`config.mk`:
```
export PLATFORM = sky130hd
export DESIGN_NAME = escape_run_length_encoder
export DESIGN_NICKNAME = d
export VERILOG_FILES = /design/src/hdl/erle_pkg.sv /design/src/hdl/erle_queue.sv /design/src/hdl/erle_front.sv /design/src/hdl/erle_back.sv /design/src/hdl/escape_run_length_encoder.sv
export VERILOG_INCLUDE_DIRS = /design/src /design/src/hdl
export SDC_FILE = /design/constraint.sdc
export NUM_CORES = 1
export LEC_CHECK = 0
export BUFFER_PORTS_ARGS = -buffer_cell sky130_fd_sc_hd__buf_2
export CAP_MARGIN = 40
export CORE_MARGIN = 4
export CORE_UTILIZATION = 57
export CTS_BUF_LIST = sky130_fd_sc_hd__clkbuf_4 sky130_fd_sc_hd__clkbuf_8
export CTS_CLUSTER_DIAMETER = 200
export DETAILED_ROUTE_END_ITERATION = 8
export GPL_ROUTABILITY_DRIVEN = 0
export HOLD_SLACK_MARGIN = 0.05
export PLACE_DENSITY = 0.81
export REMOVE_ABC_BUFFERS = 1
export SYNTH_ARGS = -nofsm -noshare
export SYNTH_HDL_FRONTEND = slang
export SYNTH_SLANG_ARGS = --single-unit
export TNS_END_PERCENT = 5
```
`constraint.sdc`:
```
create_clock -name clk -period 6.28 [get_ports clk]
set_clock_uncertainty 0.15 [all_clocks]
set_input_delay 0.314 -clock clk [delete_from_list [all_inputs] [get_ports clk]]
set_output_delay 0.314 -clock clk [all_outputs]
set_load 0.01 [all_outputs]
```
`src/hdl/escape_run_length_encoder_assert.svh`:
```
// Assertion macros shared by the encoder; each expands to one concurrent assertion.
`ifndef ESCAPE_RUN_LENGTH_ENCODER_ASSERT_SVH
`define ESCAPE_RUN_LENGTH_ENCODER_ASSERT_SVH

// Same-cycle implication under the asynchronous reset.
`define ERLE_ASSERT_NOW(label, clk, rst_n, ante, cons, msg) \
	label: assert property (@(posedge clk) disable iff (!rst_n) (ante) |-> (cons)) \
		else $error(msg);

// Next-cycle implication under the asynchronous reset.
`define ERLE_ASSERT_NEXT(label, clk, rst_n, ante, cons, msg) \
	label: assert property (@(posedge clk) disable iff (!rst_n) (ante) |=> (cons)) \
		else $error(msg);

`endif

```
`src/hdl/erle_pkg.sv`:
```
`timescale 1ns / 1ps
`default_nettype none

package erle_pkg;

	// Run-length stream: 7-bit groups, top bit flags that another group follows.
	localparam int GROUP_BITS = 7;
	localparam logic [7:0] CONT_FLAG = 8'h80;

	// Escape byte after reset.
	localparam logic [7:0] ESC_RESET = 8'hFF;

	// Steps of one run close: the groups (five for a 32-bit count), the escape and the byte.
	localparam int STEP_W = 4;

	// Queue geometry.
	localparam int QUEUE_DEPTH = 4;
	localparam int PTR_W = 2;
	localparam int LEVEL_W = 3;

	// Stream select codes.
	localparam logic SEL_SYMBOL = 1'b0;
	localparam logic SEL_RUN = 1'b1;

	// Part of a run-close command that does not depend on the counter width.
	typedef struct packed {
		logic [7:0] run_byte;
		logic       last;
	} erle_tag_t;

	// What the front hands to the queue in one cycle: zero, one or two commands.
	typedef struct packed {
		logic [1:0] n;
		erle_tag_t  a;
		erle_tag_t  b;
	} erle_push_t;

endpackage

`default_nettype wire

```
`src/hdl/erle_queue.sv`:
```
`timescale 1ns / 1ps
`default_nettype none

module erle_queue #(
	parameter int COUNT_BITS = 32
) (
	input  wire logic                   clk,
	input  wire logic                   arst_n,
	input  wire erle_pkg::erle_push_t   push,
	input  wire logic [COUNT_BITS-1:0]  len_a,
	input  wire logic [COUNT_BITS-1:0]  len_b,
	output logic                        room,
	output logic                        head_valid,
	output erle_pkg::erle_tag_t         head_tag,
	output logic [COUNT_BITS-1:0]       head_len,
	input  wire logic                   pop
);

	localparam int PW = erle_pkg::PTR_W;
	localparam int LW = erle_pkg::LEVEL_W;

	erle_pkg::erle_tag_t   tag_q [erle_pkg::QUEUE_DEPTH];
	logic [COUNT_BITS-1:0] len_q [erle_pkg::QUEUE_DEPTH];
	logic [PW-1:0]         wptr_q;
	logic [PW-1:0]         rptr_q;
	logic [LW-1:0]         level_q;

	// Room for two commands, so a full item can always be taken.
	assign room       = level_q <= LW'(erle_pkg::QUEUE_DEPTH - 2);
	assign head_valid = level_q != '0;
	assign head_tag   = tag_q[rptr_q];
	assign head_len   = len_q[rptr_q];

	always_ff @(posedge clk) begin
		if (push.n != 2'd0) begin
			tag_q[wptr_q] <= push.a;
			len_q[wptr_q] <= len_a;
		end
		if (push.n == 2'd2) begin
			tag_q[wptr_q + PW'(1)] <= push.b;
			len_q[wptr_q + PW'(1)] <= len_b;
		end
	end

	always_ff @(posedge clk or negedge arst_n) begin
		if (!arst_n) begin
			wptr_q  <= '0;
			rptr_q  <= '0;
			level_q <= '0;
		end else begin
			wptr_q  <= wptr_q + PW'(push.n);
			rptr_q  <= rptr_q + PW'(pop);
			level_q <= level_q + LW'(push.n) - LW'(pop);
		end
	end

endmodule

`default_nettype wire

```
`src/hdl/erle_front.sv`:
```
`timescale 1ns / 1ps
`default_nettype none

module erle_front #(
	parameter int COUNT_BITS = 32
) (
	input  wire logic                   clk,
	input  wire logic                   arst_n,
	input  wire logic                   accept,
	input  wire logic [7:0]             data_byte,
	input  wire logic                   end_of_block,
	output erle_pkg::erle_push_t        push,
	output logic [COUNT_BITS-1:0]       len_a,
	output logic [COUNT_BITS-1:0]       len_b
);

	logic [7:0]            run_byte_q;
	logic [COUNT_BITS-1:0] run_len_q;
	logic                  extend;
	logic                  close_prev;
	logic [COUNT_BITS-1:0] new_len;
	erle_pkg::erle_tag_t   prev_tag;
	erle_pkg::erle_tag_t   cur_tag;

	// The open run grows unless the byte differs or the counter is full.
	assign extend     = (run_len_q != '0) && (data_byte == run_byte_q) && (run_len_q != '1);
	assign close_prev = (run_len_q != '0) && !extend;
	assign new_len    = extend ? run_len_q + COUNT_BITS'(1) : COUNT_BITS'(1);

	always_comb begin
		prev_tag.run_byte = run_byte_q;
		prev_tag.last     = !end_of_block;
		cur_tag.run_byte  = data_byte;
		cur_tag.last      = 1'b1;
		push.a = prev_tag;
		push.b = cur_tag;
		len_a  = run_len_q;
		len_b  = new_len;
		push.n = 2'd0;
		if (accept) begin
			priority if (close_prev && end_of_block) begin
				push.n = 2'd2;
			end else if (close_prev) begin
				push.n = 2'd1;
			end else if (end_of_block) begin
				push.n = 2'd1;
				push.a = cur_tag;
				len_a  = new_len;
			end else begin
				push.n = 2'd0;
			end
		end
	end

	always_ff @(posedge clk or negedge arst_n) begin
		if (!arst_n) begin
			run_byte_q <= '0;
			run_len_q  <= '0;
		end else if (accept) begin
			run_byte_q <= data_byte;
			run_len_q  <= end_of_block ? '0 : new_len;
		end
	end

endmodule

`default_nettype wire

```
`src/hdl/erle_back.sv`:
```
`timescale 1ns / 1ps
`default_nettype none

module erle_back #(
	parameter int COUNT_BITS = 32
) (
	input  wire logic                   clk,
	input  wire logic                   arst_n,
	input  wire logic [7:0]             escape_byte,
	input  wire logic                   head_valid,
	input  wire erle_pkg::erle_tag_t    head_tag,
	input  wire logic [COUNT_BITS-1:0]  head_len,
	output logic                        pop,
	output logic                        out_valid,
	input  wire logic                   out_ready,
	output logic                        stream_select,
	output logic [7:0]                  out_byte,
	output logic                        out_last
);

	localparam int GB     = erle_pkg::GROUP_BITS;
	localparam int SW     = erle_pkg::STEP_W;
	localparam int GROUPS = (COUNT_BITS + GB - 1) / GB;
	localparam int PAD_W  = GROUPS * GB;

	logic [SW-1:0]    step_q;
	logic             out_valid_q;
	logic             sel_q;
	logic [7:0]       byte_q;
	logic             last_q;

	logic [PAD_W-1:0] len_pad;
	logic [SW-1:0]    num_groups;
	logic [SW-1:0]    group_idx;
	logic [SW-1:0]    total;
	logic [GB-1:0]    grp;
	logic             is_esc;
	logic             encoded;
	logic             add_byte;
	logic             final_step;
	logic             fire;
	logic             sel_d;
	logic [7:0]       byte_d;

	always_comb begin
		len_pad    = PAD_W'(head_len);
		num_groups = SW'(1);
		for (int g = 1; g < GROUPS; g++) begin
			if ((len_pad >> (GB * g)) != '0) begin
				num_groups = SW'(g + 1);
			end
		end
		is_esc   = head_tag.run_byte == escape_byte;
		encoded  = is_esc || (head_len >= COUNT_BITS'(3));
		add_byte = !is_esc || (head_len > COUNT_BITS'(1));
		if (encoded) begin
			total = num_groups + SW'(1) + SW'(add_byte);
		end else begin
			total = (head_len == COUNT_BITS'(2)) ? SW'(2) : SW'(1);
		end
		group_idx = num_groups - SW'(1) - step_q;
		grp = '0;
		for (int g = 0; g < GROUPS; g++) begin
			if (group_idx == SW'(g)) begin
				grp = len_pad[GB * g +: GB];
			end
		end
		priority if (encoded && (step_q < num_groups)) begin
			sel_d  = erle_pkg::SEL_RUN;
			byte_d = 8'(grp) | ((group_idx != '0) ? erle_pkg::CONT_FLAG : 8'h00);
		end else if (encoded && (step_q == num_groups)) begin
			sel_d  = erle_pkg::SEL_SYMBOL;
			byte_d = escape_byte;
		end else begin
			sel_d  = erle_pkg::SEL_SYMBOL;
			byte_d = head_tag.run_byte;
		end
		final_step = step_q == total - SW'(1);
	end

	assign fire = head_valid && (!out_valid_q || out_ready);
	assign pop  = fire && final_step;

	always_ff @(posedge clk or negedge arst_n) begin
		if (!arst_n) begin
			step_q      <= '0;
			out_valid_q <= 1'b0;
		end else begin
			if (fire) begin
				step_q <= final_step ? '0 : step_q + SW'(1);
			end
			if (fire) begin
				out_valid_q <= 1'b1;
			end else if (out_ready) begin
				out_valid_q <= 1'b0;
			end
		end
	end

	always_ff @(posedge clk) begin
		if (fire) begin
			sel_q  <= sel_d;
			byte_q <= byte_d;
			last_q <= final_step && head_tag.last;
		end
	end

	assign out_valid     = out_valid_q;
	assign stream_select = sel_q;
	assign out_byte      = byte_q;
	assign out_last      = last_q;

endmodule

`default_nettype wire

```
`src/hdl/escape_run_length_encoder.sv`:
```
// An accepted item's run-close commands are written into the command queue; the back end
// registers each result byte and sends one result byte per cycle while out_ready is high;
// the front goes on taking items while the back end is still expanding earlier commands.
// A four-entry command queue parts the front from the back, so either side stalls alone.
// Reset (arst_n low, asynchronous) empties the queue, drops any open run, sets escape to 255.
`timescale 1ns / 1ps
`default_nettype none

`include "escape_run_length_encoder_assert.svh"

module escape_run_length_encoder #(
	parameter int COUNT_BITS = 32
) (
	input  wire logic       clk,
	input  wire logic       arst_n,
	// Configuration: the escape byte.
	input  wire logic       cfg_we,
	input  wire logic [7:0] cfg_wdata,
	// Input items.
	input  wire logic       in_valid,
	output logic            in_ready,
	input  wire logic [7:0] data_byte,
	input  wire logic       end_of_block,
	// Result items.
	output logic            out_valid,
	input  wire logic       out_ready,
	output logic            stream_select,
	output logic [7:0]      out_byte,
	output logic            out_last
);

	// The escape byte is read by the back end when it expands a run. The user
	// must make writes arrive only while the block is idle; the block does not
	// enforce this, and a queued run sees the value current when it is expanded.
	logic [7:0] escape_q;

	always_ff @(posedge clk or negedge arst_n) begin
		if (!arst_n) begin
			escape_q <= erle_pkg::ESC_RESET;
		end else if (cfg_we) begin
			escape_q <= cfg_wdata;
		end
	end

	erle_pkg::erle_push_t  push;
	logic [COUNT_BITS-1:0] len_a;
	logic [COUNT_BITS-1:0] len_b;
	logic                  room;
	logic                  head_valid;
	erle_pkg::erle_tag_t   head_tag;
	logic [COUNT_BITS-1:0] head_len;
	logic                  pop;
	logic                  accept;

	// An item can close at most two runs: the one it breaks and, at the end
	// of a block, the one it belongs to. The front is ready whenever the
	// queue has room for both.
	assign in_ready = room;
	assign accept   = in_valid && room;

	// The front keeps the open run and turns each item into run-close commands.
	erle_front #(
		.COUNT_BITS (COUNT_BITS)
	) u_front (
		.clk          (clk),
		.arst_n       (arst_n),
		.accept       (accept),
		.data_byte    (data_byte),
		.end_of_block (end_of_block),
		.push         (push),
		.len_a        (len_a),
		.len_b        (len_b)
	);

	erle_queue #(
		.COUNT_BITS (COUNT_BITS)
	) u_queue (
		.clk        (clk),
		.arst_n     (arst_n),
		.push       (push),
		.len_a      (len_a),
		.len_b      (len_b),
		.room       (room),
		.head_valid (head_valid),
		.head_tag   (head_tag),
		.head_len   (head_len),
		.pop        (pop)
	);

	// The back expands the command at the head of the queue, one byte per
	// cycle while out_ready allows: run-length groups, most significant first,
	// then the escape and the byte (none for a lone escape), or one or two literals for a short run.
	erle_back #(
		.COUNT_BITS (COUNT_BITS)
	) u_back (
		.clk           (clk),
		.arst_n        (arst_n),
		.escape_byte   (escape_q),
		.head_valid    (head_valid),
		.head_tag      (head_tag),
		.head_len      (head_len),
		.pop           (pop),
		.out_valid     (out_valid),
		.out_ready     (out_ready),
		.stream_select (stream_select),
		.out_byte      (out_byte),
		.out_last      (out_last)
	);

	// With nothing queued the front must be able to take an item.
	`ERLE_ASSERT_NOW(a_ready_when_empty, clk, arst_n, !head_valid, in_ready, "queue empty but not ready")
	// A command leaves the queue only while one is there.
	`ERLE_ASSERT_NOW(a_pop_has_head, clk, arst_n, pop, head_valid, "pop from an empty queue")
	// A new result appears only after the back end had a command to expand.
	`ERLE_ASSERT_NEXT(a_result_from_head, clk, arst_n, !out_valid && !head_valid, !out_valid, "result without a command")

endmodule

`default_nettype wire
```
==> metrics.json <==
{
  "power": {
    "power.static_leakage_nw": 5.33,
    "powerDensity_mw_per_mm2": 363,
    "ir_worst_vdd_mv": 0.234
  },
  "route": {
    "detailedRoute.firstIterationViolations": 2045,
    "drcViolationCount": 0,
    "detailedRoute.firstPassIterationCount": 8,
    "drt-total-wl_um": 40200,
    "drt_wl_cell_um": 25.9,
    "final_antenna_net_count": 0,
    "via_per_inst": 7.15,
    "via_count": 11100
  },
  "logic_synthesis": {
    "share_of_synthesized_registers_carrying_an_async_set_or_reset_pct": 25.6,
    "synth_cell_types": 67,
    "post-synth-top-area-fraction_pct": 37.7,
    "most_frequently_used_flop_master_after_synthesis": "sky130_fd_sc_hd__edfxtp_1",
    "synth-edff-count": 170,
    "portion_of_the_post_synthesis_area_used_by_sequential_elements_pct": 49.4,
    "netlist.top_cell.by_area": "sky130_fd_sc_hd__edfxtp_1",
    "synth.ff_latch_count": 234,
    "post_synth_instance_area_mm2": 0.0135,
    "synthesis.yosys.warnings": 0,
    "post_synthesis_cells": 1162,
    "syn_area_per_cell_um2": 11.7,
    "synth_top_cells_by_area": "sky130_fd_sc_hd__edfxtp_1 38%, sky130_fd_sc_hd__dfrtp_1 9.6%, sky130_fd_sc_hd__a22o_1 9.4%, sky130_fd_sc_hd__mux4_2 5.2%, sky130_fd_sc_hd__mux4_1 3.3%"
  },
  "setup_path": {
    "worstPathCellList": "buf_4 -> mux4_1 -> nor4_1 -> and3_1 -> buf_4 -> o21ai_0 -> nand2_1 -> inv_1 -> ha_1 -> mux2_2 -> ha_1 -> xnor2_1 -> and2_1 -> nand4_1 -> o32a_1 -> o2111ai_2 -> nor4_4 -> xor2_1 -> ha_1 -> inv_1 -> fa_1 -> xor2_1 -> xnor2_1",
    "critical_path_peak_fanout": 12,
    "crit_arrival_ns": 6.23,
    "crit_buf_inv": 4,
    "setup.worst_path.end_class": "flop",
    "critical-path-top-cell-by-count": "sky130_fd_sc_hd__ha_1",
    "critPathLaunchType": "flop",
    "critPathSlowestCell": "sky130_fd_sc_hd__dfrtp_2",
    "worst-endpoint-required_ns": 6.56,
    "criticalPathCategory": "reg -> reg",
    "cp_top_family": "simple AND/OR/NAND/NOR gates",
    "critical-path-max-stage-delay_ns": 0.61
  },
  "place": {
    "detailed_place.area_mm2": 0.0141,
    "place.port_buffers": 33,
    "hpwl_um": 27100
  },
  "sta": {
    "max_freq_ghz": 0.168,
    "tightest_slew_ns": 0.947,
    "final-setup-viol-count": 0,
    "final_hold_viol_count": 0,
    "worst_hold_slack_ns": 0.166,
    "finalCriticalPeriod_ns": 5.95,
    "final_min_period_over_clock_period_pct": 94.7,
    "max_slew_margin_pct": 36.4,
    "setup_repair_after_global_routing_missed_its_margin": "no",
    "slew_violations": 0
  },
  "global_route": {
    "grtUsageTotal_pct": 30.2,
    "first_global_vias": 10200,
    "maximum_number_of_pins_on_one_net_before_global_route_repair": 74,
    "global_route_wire_length_before_repair_um": 61400,
    "grt_antenna_before_repair": 0,
    "total_congestion_overflow": 0
  },
  "clock_tree": {
    "post_cts.repair.setup_buffers": 0,
    "tritoncts_clock_tree": "done",
    "cts_sinks": 234,
    "ctsHoldBuffers": 26,
    "cts-resized-gates": 0,
    "clock_latency_on_the_worst_skew_pair_ns": 0.55,
    "clock_path_buffers": 3,
    "clkSlewWorstSetupHoldPaths_ns": 0.06,
    "cts_made_buffers": 40,
    "ctsRootBufferMaster": "sky130_fd_sc_hd__clkbuf_8",
    "h-tree-depth": 2
  },
  "hold_path": {
    "timing.hold.worst.class": "in -> reg"
  },
  "layout": {
    "finalInstanceArea_mm2": 0.0151,
    "layout-drive-gt1-share_pct": 18.6,
    "multiInputGateArea_mm2": 0.00635,
    "nets": 1239,
    "final_core_utilization_pct": 64.7,
    "area_delta_synth_final_pct": 11.8,
    "final-seq-area_mm2": 0.00670,
    "antenna-diode-count": 0,
    "layout.filler_cells": 1715
  },
  "job": {
    "cap_viol_max_count": 0
  },
  "run_status": {
    "status": "finished clean"
  },
  "die": {
    "number_of_i_o_pins": 34,
    "die_x_um": 162,
    "dieArea_mm2": 0.0263,
    "core-area_mm2": 0.0234,
    "die_y_um": 162,
    "initial_core_util_pct": 57.9,
    "row_count": 56
  }
}
-- power by group --
part           internal, mW  switching, mW  total, mW
clock network         0.764          0.642       1.41
logic                 0.830           1.07       1.90
registers              1.96          0.232       2.19
-- final timing paths --
check,start,slack [ns],cells after the start,endpoint
max reg2reg,u_queue.rptr_q[0],0.33,23,u_queue.level_q[2]
min,in_valid,0.17,3,u_queue.wptr_q[0]
min reg2reg,u_queue.tag_q[0][0],0.36,2,u_queue.tag_q[0][0]
max,u_queue.rptr_q[0],0.33,23,u_queue.level_q[2]
min in group asynchronous,arst_n,0.34,3,u_queue.level_q[2]
max in group asynchronous,arst_n,5.02,3,u_front.run_len_q[13]
-- kinds of logic after synthesis --
group / after synthesis / synth area share, %
xor gates and xnor gates: 28 / 1.81
DFF: 234 / 49.4
muxes: 81 / 11.1
adders and majority gates: 19 / 1.87
buffers and inverters: 126 / 4.07
AOI/OAI and AO/OA: 384 / 20.6
and+or+nand+nor: 290 / 11.1
-- routing by layer --
metal	share of wire [%]	global-route usage, %	vias up
met3	13	6.55	162
met4	4.1	9.57	0
met2	44	45.8	897
li1	-	-	4719
met1	38	44.0	5284
met5	0	0	-
-- stage by stage --
| step | worst slack, ns | power [mW] | TNS [ns] | cells |
|---|---|---|---|---|
| 2_1_floorplan | -0.191 | 3.41 | -0.238 | 1056 |
| 3_3_place_gp | 0.581 | 3.99 | 0 | 1448 |
| 3_5_place_dp | 0.394 | 4.05 | 0 | 1449 |
| 4_1_cts | 0.376 | 5.46 | 0 | 1548 |
| 5_1_grt | 0.0292 | 5.75 | 0 | 1548 |
| 6_report | 0.331 | 5.50 | 0 | 1548 |
-- tightest hold or removal path, stage by stage --
cell	delay [ns]
sky130_fd_sc_hd__buf_2	0.11
sky130_fd_sc_hd__and3_1	0.24
sky130_fd_sc_hd__ha_1	0.16
-- registers in the layout (all words and copies together) (netlist names) --
register              flops
u_queue.tag_q            36
u_queue.wptr_q            2
u_back.out_byte           8
escape_q                  8
u_back.step_q             4
u_front.run_len_q        32
u_back.out_valid          1
u_queue.rptr_q            2
u_back.out_last           1
u_front.run_byte_q        8
u_queue.level_q           3
u_back.stream_select      1
u_queue.len_q           128
-- synthesized netlist by cell type, drive strengths merged (3+ instances only) --
library cell	n
edfxtp	170
a22o	145
mux2	13
a32oi	3
xor2	13
or4	4
nand3b	3
nor4	22
mux2i	20
ha	17
o21ai	83
and2	8
nand2	86
o22ai	61
dfrtp	52
dfxtp	4
and3	22
dfstp	8
a22oi	4
buf	34
clkbuf	72
nor2	37
nor3	48
o2111ai	3
a21oi	23
or3	3
nor2b	4
a21o	23
o31ai	18
nand2b	4
nand3	27
mux4	48
nor4b	4
inv	20
xnor2	15
o211ai	7
nand4	9
-- area by class of cell --
type / instances / area share, %
flip-flops and latches: 234 / 44.2
multi-input cells: 802 / 41.9
repair buffers: 100 / 5.39
well taps: 319 / 2.63
inverters: 20 / 0.496
clock inverters: 22 / 1.08
clock buffers: 51 / 4.26
-- cells in the final DEF (no fill, tap or decap), drive strengths merged, types with 9 or more instances in the layout --
cell         count
xnor2           15
o22ai           61
nor4            22
a21oi           23
mux2            13
inv             21
clkinv          16
ha              17
a22o           145
a21o            23
buf             74
mux4            48
clkbuf          51
nor3            48
xor2            13
nand3           27
nor2            37
dfrtp           52
dlygate4sd3     26
o31ai           18
edfxtp         170
mux2i           20
nand4            9
and3            22
o21ai           83
nand2           86
Power figures use the tool's default switching activity.
